`config.mk`:
```
export PLATFORM = sky130hd
export DESIGN_NAME = nsec_type_bitmap_check
export DESIGN_NICKNAME = d
export VERILOG_FILES = /design/src/rtl/core/nsbm_pkg.sv /design/src/rtl/core/nsbm_parse.sv /design/src/rtl/core/nsec_type_bitmap_check.sv
export SDC_FILE = /design/constraint.sdc
export NUM_CORES = 1
export LEC_CHECK = 0
export ABC_CLOCK_PERIOD_IN_PS = 2700
export BUFFER_PORTS_ARGS = -buffer_cell sky130_fd_sc_hd__buf_2
export CORE_UTILIZATION = 50
export DETAILED_ROUTE_END_ITERATION = 16
export GPL_TIMING_DRIVEN = 0
export PLACE_DENSITY = 0.68
export SLEW_MARGIN = 40
export SYNTH_ARGS = -nofsm -noshare
export SYNTH_HDL_FRONTEND = slang
export SYNTH_SLANG_ARGS = --single-unit
```
`constraint.sdc`:
```
create_clock -name clk -period 2.7 [get_ports clk]
set_input_delay 0.405 -clock clk [delete_from_list [all_inputs] [get_ports clk]]
set_output_delay 0.405 -clock clk [all_outputs]
set_load 0.005 [all_outputs]
```
`src/rtl/core/nsbm_pkg.sv`:
```
// ============================================================================
// nsbm_pkg
// shared types and constants for the nsec type bitmap checker
// ============================================================================
package nsbm_pkg;

    localparam int unsigned MAX_WINDOW_BYTES = 32;

    typedef enum logic [1:0] {
        PH_WINDOW = 2'd0,
        PH_LENGTH = 2'd1,
        PH_MASK   = 2'd2
    } nsbm_phase_t;

    typedef struct packed {
        logic present;
        logic format_error;
    } nsbm_result_t;

endpackage

```
`src/rtl/core/nsbm_parse.sv`:
```
// ============================================================================
// nsbm_parse
// window parser state and per-byte step logic for one bitmap
// ============================================================================
module nsbm_parse
    import nsbm_pkg::*;
(
    input  logic         clk,
    input  logic         rst_n,
    input  logic         step,
    input  logic [7:0]   data_byte,
    input  logic [15:0]  query_type,
    input  logic         last,
    output nsbm_result_t result
);

    nsbm_phase_t phase_reg, phase_next;
    logic        match_reg, match_next;
    logic [5:0]  left_reg, left_next;
    logic [4:0]  index_reg, index_next;
    logic        decided_reg, decided_next;
    logic        bit_reg, bit_next;
    logic        error_reg, error_next;

    logic [7:0]  hi;
    logic [7:0]  lo;
    logic [5:0]  left_dec;
    logic [2:0]  bit_sel;

    assign hi       = query_type[15:8];
    assign lo       = query_type[7:0];
    assign left_dec = left_reg - 6'd1;
    assign bit_sel  = 3'd7 - lo[2:0];

    always_comb
    begin
        phase_next   = phase_reg;
        match_next   = match_reg;
        left_next    = left_reg;
        index_next   = index_reg;
        decided_next = decided_reg;
        bit_next     = bit_reg;
        error_next   = error_reg;

        if (!decided_reg)
        begin
            case (phase_reg)
                PH_LENGTH:
                begin
                    if ((data_byte == 8'd0) || (data_byte > 8'(MAX_WINDOW_BYTES)))
                    begin
                        decided_next = 1'b1;
                        error_next   = 1'b1;
                        bit_next     = 1'b0;
                    end
                    else
                    begin
                        left_next  = data_byte[5:0];
                        index_next = '0;
                        bit_next   = 1'b0;
                        phase_next = PH_MASK;
                        if (last)
                        begin
                            decided_next = 1'b1;
                            error_next   = 1'b1;
                        end
                    end
                end
                PH_MASK:
                begin
                    if (match_reg && (index_reg == lo[7:3]))
                    begin
                        bit_next = data_byte[bit_sel];
                    end
                    index_next = index_reg + 5'd1;
                    left_next  = left_dec;
                    if (left_dec == 6'd0)
                    begin
                        phase_next = PH_WINDOW;
                        if (match_reg)
                        begin
                            decided_next = 1'b1;
                        end
                        else
                        begin
                            bit_next = 1'b0;
                        end
                    end
                    else if (last)
                    begin
                        decided_next = 1'b1;
                        error_next   = 1'b1;
                        bit_next     = 1'b0;
                    end
                end
                default:
                begin
                    // unused phase code behaves as window number
                    match_next = (data_byte == hi);
                    phase_next = PH_LENGTH;
                    if (last)
                    begin
                        decided_next = 1'b1;
                        error_next   = 1'b1;
                        bit_next     = 1'b0;
                    end
                end
            endcase
        end

        result.present      = decided_next && !error_next && bit_next;
        result.format_error = error_next;
    end

    always_ff @(posedge clk or negedge rst_n)
    begin
        if (!rst_n)
        begin
            phase_reg   <= PH_WINDOW;
            match_reg   <= 1'b0;
            left_reg    <= '0;
            index_reg   <= '0;
            decided_reg <= 1'b0;
            bit_reg     <= 1'b0;
            error_reg   <= 1'b0;
        end
        else if (step)
        begin
            if (last)
            begin
                // bitmap done, back to reset state
                phase_reg   <= PH_WINDOW;
                match_reg   <= 1'b0;
                left_reg    <= '0;
                index_reg   <= '0;
                decided_reg <= 1'b0;
                bit_reg     <= 1'b0;
                error_reg   <= 1'b0;
            end
            else
            begin
                phase_reg   <= phase_next;
                match_reg   <= match_next;
                left_reg    <= left_next;
                index_reg   <= index_next;
                decided_reg <= decided_next;
                bit_reg     <= bit_next;
                error_reg   <= error_next;
            end
        end
    end

endmodule

```
`src/rtl/core/nsec_type_bitmap_check.sv`:
```
// ============================================================================
// nsec_type_bitmap_check
// nsec type bitmap lookup, one bitmap byte per beat
// ============================================================================
// Takes an nsec type bitmap one byte per input beat, with the queried 16-bit
// type and a last flag, and gives one result beat per bitmap (on its last
// byte): present and format_error. Windows are a window number, a length of
// 1 to 32 and that many mask bytes; the window whose number equals the high
// byte of the type decides the answer from the mask bit of the low byte. A
// bad length or a window cut short by the end of the bitmap raises
// format_error and forces present low. Throughput is one byte per cycle
// unless a last byte waits for a full result slot: each beat is registered
// at the input; as it leaves that register it steps the parser and, on a
// last byte, its result is written into the output register. Only a
// stalled result slot holds back a last byte; other bytes never stall.
// ============================================================================
module nsec_type_bitmap_check
    import nsbm_pkg::*;
(
    input  logic        clk,
    input  logic        rst_n,
    input  logic        in_valid,
    output logic        in_ready,
    input  logic [7:0]  data_byte,
    input  logic [15:0] query_type,
    input  logic        last,
    output logic        out_valid,
    input  logic        out_ready,
    output logic        present,
    output logic        format_error
);

    // input register
    logic        s1_valid_reg;
    logic [7:0]  s1_byte_reg;
    logic [15:0] s1_type_reg;
    logic        s1_last_reg;

    // result register
    logic         out_valid_reg;
    nsbm_result_t out_reg;

    logic         out_free;
    logic         s1_advance;
    nsbm_result_t step_result;

    // result slot can take a new beat when empty or being drained
    assign out_free   = !out_valid_reg || out_ready;
    // only a last byte needs room in the result slot
    assign s1_advance = s1_valid_reg && (!s1_last_reg || out_free);
    assign in_ready   = !s1_valid_reg || s1_advance;

    nsbm_parse u_parse (
        .clk        (clk),
        .rst_n      (rst_n),
        .step       (s1_advance),
        .data_byte  (s1_byte_reg),
        .query_type (s1_type_reg),
        .last       (s1_last_reg),
        .result     (step_result)
    );

    always_ff @(posedge clk or negedge rst_n)
    begin
        if (!rst_n)
        begin
            s1_valid_reg <= 1'b0;
        end
        else if (in_ready)
        begin
            s1_valid_reg <= in_valid;
        end
    end

    // payload of the input register, no reset needed
    always_ff @(posedge clk)
    begin
        if (in_ready && in_valid)
        begin
            s1_byte_reg <= data_byte;
            s1_type_reg <= query_type;
            s1_last_reg <= last;
        end
    end

    always_ff @(posedge clk or negedge rst_n)
    begin
        if (!rst_n)
        begin
            out_valid_reg <= 1'b0;
        end
        else if (out_free)
        begin
            out_valid_reg <= s1_advance && s1_last_reg;
        end
    end

    always_ff @(posedge clk)
    begin
        if (out_free && s1_advance && s1_last_reg)
        begin
            out_reg <= step_result;
        end
    end

    assign out_valid    = out_valid_reg;
    assign present      = out_reg.present;
    assign format_error = out_reg.format_error;

endmodule

```
==> flow_metrics.env <==
export IMPL_fin_crit_sh_pct=92.3
export IMPL_syn_nets=233
export IMPL_synth_ff_type="edfxtp_1"
export IMPL_pwr_share_seq_pct=46.2
export IMPL_cts_buffer_depth=2
export IMPL_status="finished clean"
export IMPL_drtIter0Drc=142
export IMPL_numPortBuffers=32
export IMPL_place_area_um2=2520
export IMPL_required_ps=2840
export IMPL_num_antenna_cells=0
export IMPL_grt_max_degree=26
export IMPL_first_pass_iters=4
export IMPL_drt_wl_total_um=4220
export IMPL_drive_above_1_share_pct=20.6
export IMPL_core_area_um2=4380
export IMPL_vias=1630
export IMPL_synth_edf_count=27
export IMPL_power_density_nw_per_um2=768
export IMPL_htreeDepth=2
export IMPL_setup_viol=0
export IMPL_synth_area_um2=2290
export IMPL_clk_latency_ps=300
export IMPL_slew_headroom_pct=44.5
export IMPL_synth_avg_cell_area_um2=11.6
export IMPL_cts_tree="built"
export IMPL_crit_arrival_ps=2640
export IMPL_critical_path_class="reg2reg"
export IMPL_post_route_min_period_ps=2490
export IMPL_globalRouteOverflowTotal=0
export IMPL_switching_share_pct=31.9
export IMPL_drtAntennaViolNets=0
export IMPL_root_buffer="clkbuf_8"
export IMPL_cts_resized=0
export IMPL_drt_vias_per_instance=5.62
export IMPL_maxCapViolations=0
export IMPL_synth_area_top_cells="edfxtp_1 (35%), dfrtp_1 (21%), ha_1 (3.3%), o21ai_0 (3.1%), xor2_1 (3.1%)"
export IMPL_r2r_setup_slack_ps=210
export IMPL_die_x_um=69.7
export IMPL_clkPwrFrac_pct=25.1
export IMPL_cp_end_kind="flip-flop"
export IMPL_cts_hold_buf=0
export IMPL_whs_ps=35.9
export IMPL_seq_area_frac_synth_pct=56.2
export IMPL_rsz0062_at_grt="no"
export IMPL_internal_power_mw=1.37
export IMPL_largest_register_ffs=16
export IMPL_first_global_vias=1561
export IMPL_post_cts_setup_buffers=0
export IMPL_grt_pass1_wl_um=7080
export IMPL_track_usage_pct=18.7
export IMPL_reg2reg_to="present"
export IMPL_syn_inst=198
export IMPL_yosys_warnings=0
export IMPL_fin_worst_skew_ps=7.78
export IMPL_vdd_drop_max_mv=0.434
export IMPL_combPwrFrac_pct=28.7
export IMPL_dieArea_um2=4850
export IMPL_synth_most_common_cell="edfxtp_1"
export IMPL_start_util_pct=52.2
export IMPL_start_kind="flip-flop"
export IMPL_dpl_hpwl_um=3050
export IMPL_r2r_start="u_parse.left_reg[0]"
export IMPL_synthTopCellsByCount="edfxtp_1 (27), dfrtp_1 (19), nor2_1 (15)"
export IMPL_finalHoldViolations=0
export IMPL_clock_sinks=46
export IMPL_gp_congestion=0.835
export IMPL_slew_violations=0
export IMPL_design_area_um2=2630
export IMPL_power_switching_uw=644
export IMPL_p_leak_nw=1.04
export IMPL_synth_top_cell_area_share_pct=35.4
export IMPL_nNetsFinal=272
export IMPL_max_freq_mhz=401
export IMPL_cts_buffers=5
export IMPL_p_total_mw=2.02
export IMPL_area_growth_pct=14.8
export IMPL_antenna_found_initial=0
export IMPL_worst_pin_slew_ps=830
export IMPL_tns_ps=0
export IMPL_wl_per_cell_um=14.5
export IMPL_crit_path_max_fanout=4
export IMPL_rows=24
export IMPL_synth_seq_cells=46
export IMPL_die_h_um=69.7
export IMPL_reg2regPathDepth=8
export IMPL_yosysUniqueCellTypes=48
export IMPL_drc=0
export IMPL_hold_path_class="in2async"
export IMPL_ioPinCount=33
export IMPL_async_flop_share_pct=41.3
export IMPL_clk_pin_slew_worst_paths_ps=90
export IMPL_synth_area_leader_cell="edfxtp_1"
-- how the worst max path moves through the flow --
stage                                    from                   end  slack (ps)
after floorplan                s1_byte_reg[3]  u_parse.index_reg[3]         560
after global placement         s1_byte_reg[3]  u_parse.index_reg[0]         150
after detailed placement  u_parse.left_reg[0]               present         260
after CTS                 u_parse.left_reg[0]               present         230
after global routing      u_parse.left_reg[0]               present          60
final                     u_parse.left_reg[0]               present         210
-- layer usage --
| layer | global-route usage (%) | routed length, µm |
|---|---|---|
| met1 | 24.6 | 1890 |
| met2 | 31.1 | 2060 |
| met3 | 3.05 | 190 |
| met4 | 7.33 | 76 |
| met5 | 0 | 0 |
-- final cells by class --
type                    count  area, µm²
plain buffers               5       26.3
clock buffers               6       72.6
clock inverters             2       37.5
fillers                   361       1760
inverters                  12       45.0
multi-input cells         135        933
flip-flops and latches     46       1290
well taps                  52       65.1
repair buffers             32        160
-- critical path: stages (launching register included) --
cell and delay [ps]:
dfrtp_1 380, inv_1 90, ha_1 240, xor2_1 150, nor4b_1 520, nand2_1 240
o311ai_0 350, o32ai_1 180, nor3_1 200
-- logic make-up (layout without fill, tap and decap cells) --
group	after synthesis	count (layout)	synth area share, %
and+or+nand+nor	62	62	14.1
xor gates and xnor gates	15	15	5.74
DFF	46	46	56.2
muxes	7	7	4.32
adders and majority gates	6	6	3.28
buffers and inverters	17	57	3.12
AOI/OAI and AO/OA	45	45	13.2
-- through the flow --
step	std cells	util, %	setup WS (ps)
detailed placement	282	57.4	262
global placement	282	57.3	148
floorplan	198	-	557
finish	290	59.9	209
global route	290	59.9	55.8
CTS	290	59.9	231
-- layout by cell type (no fill, tap or decap), types with 2 or more instances in the layout --
master / Yosys / final
buf_2: 0 / 32
edfxtp_1: 27 / 27
dfrtp_1: 19 / 19
nor2_1: 15 / 15
nand2_1: 14 / 14
o21ai_0: 14 / 14
inv_1: 12 / 12
a21oi_1: 9 / 9
xor2_1: 8 / 8
xnor2_1: 7 / 7
nand3_1: 6 / 6
ha_1: 6 / 6
nor3_1: 5 / 5
clkbuf_8: 0 / 5
clkbuf_1: 3 / 4
o22ai_1: 4 / 4
mux2_2: 3 / 3
nand3b_1: 2 / 2
mux2i_1: 2 / 2
o32ai_1: 2 / 2
nand4_1: 2 / 2
mux4_2: 2 / 2
nor4_1: 2 / 2
nand2b_1: 2 / 2
a221o_1: 2 / 2
or4_1: 2 / 2
nor2b_1: 2 / 2
a22o_1: 2 / 2
a32oi_1: 2 / 2
-- power groups by stage --
stage | clock network, mW | logic (mW) | registers [mW]
6_report | 0.506 | 0.579 | 0.933
5_1_grt | 0.538 | 0.652 | 0.947
3_5_place_dp | 0 | 0.571 | 0.947
4_1_cts | 0.514 | 0.575 | 0.933
3_3_place_gp | 0 | 0.566 | 0.945
2_1_floorplan | 0 | 0.445 | 0.926
(Power assumes the default switching activity.)
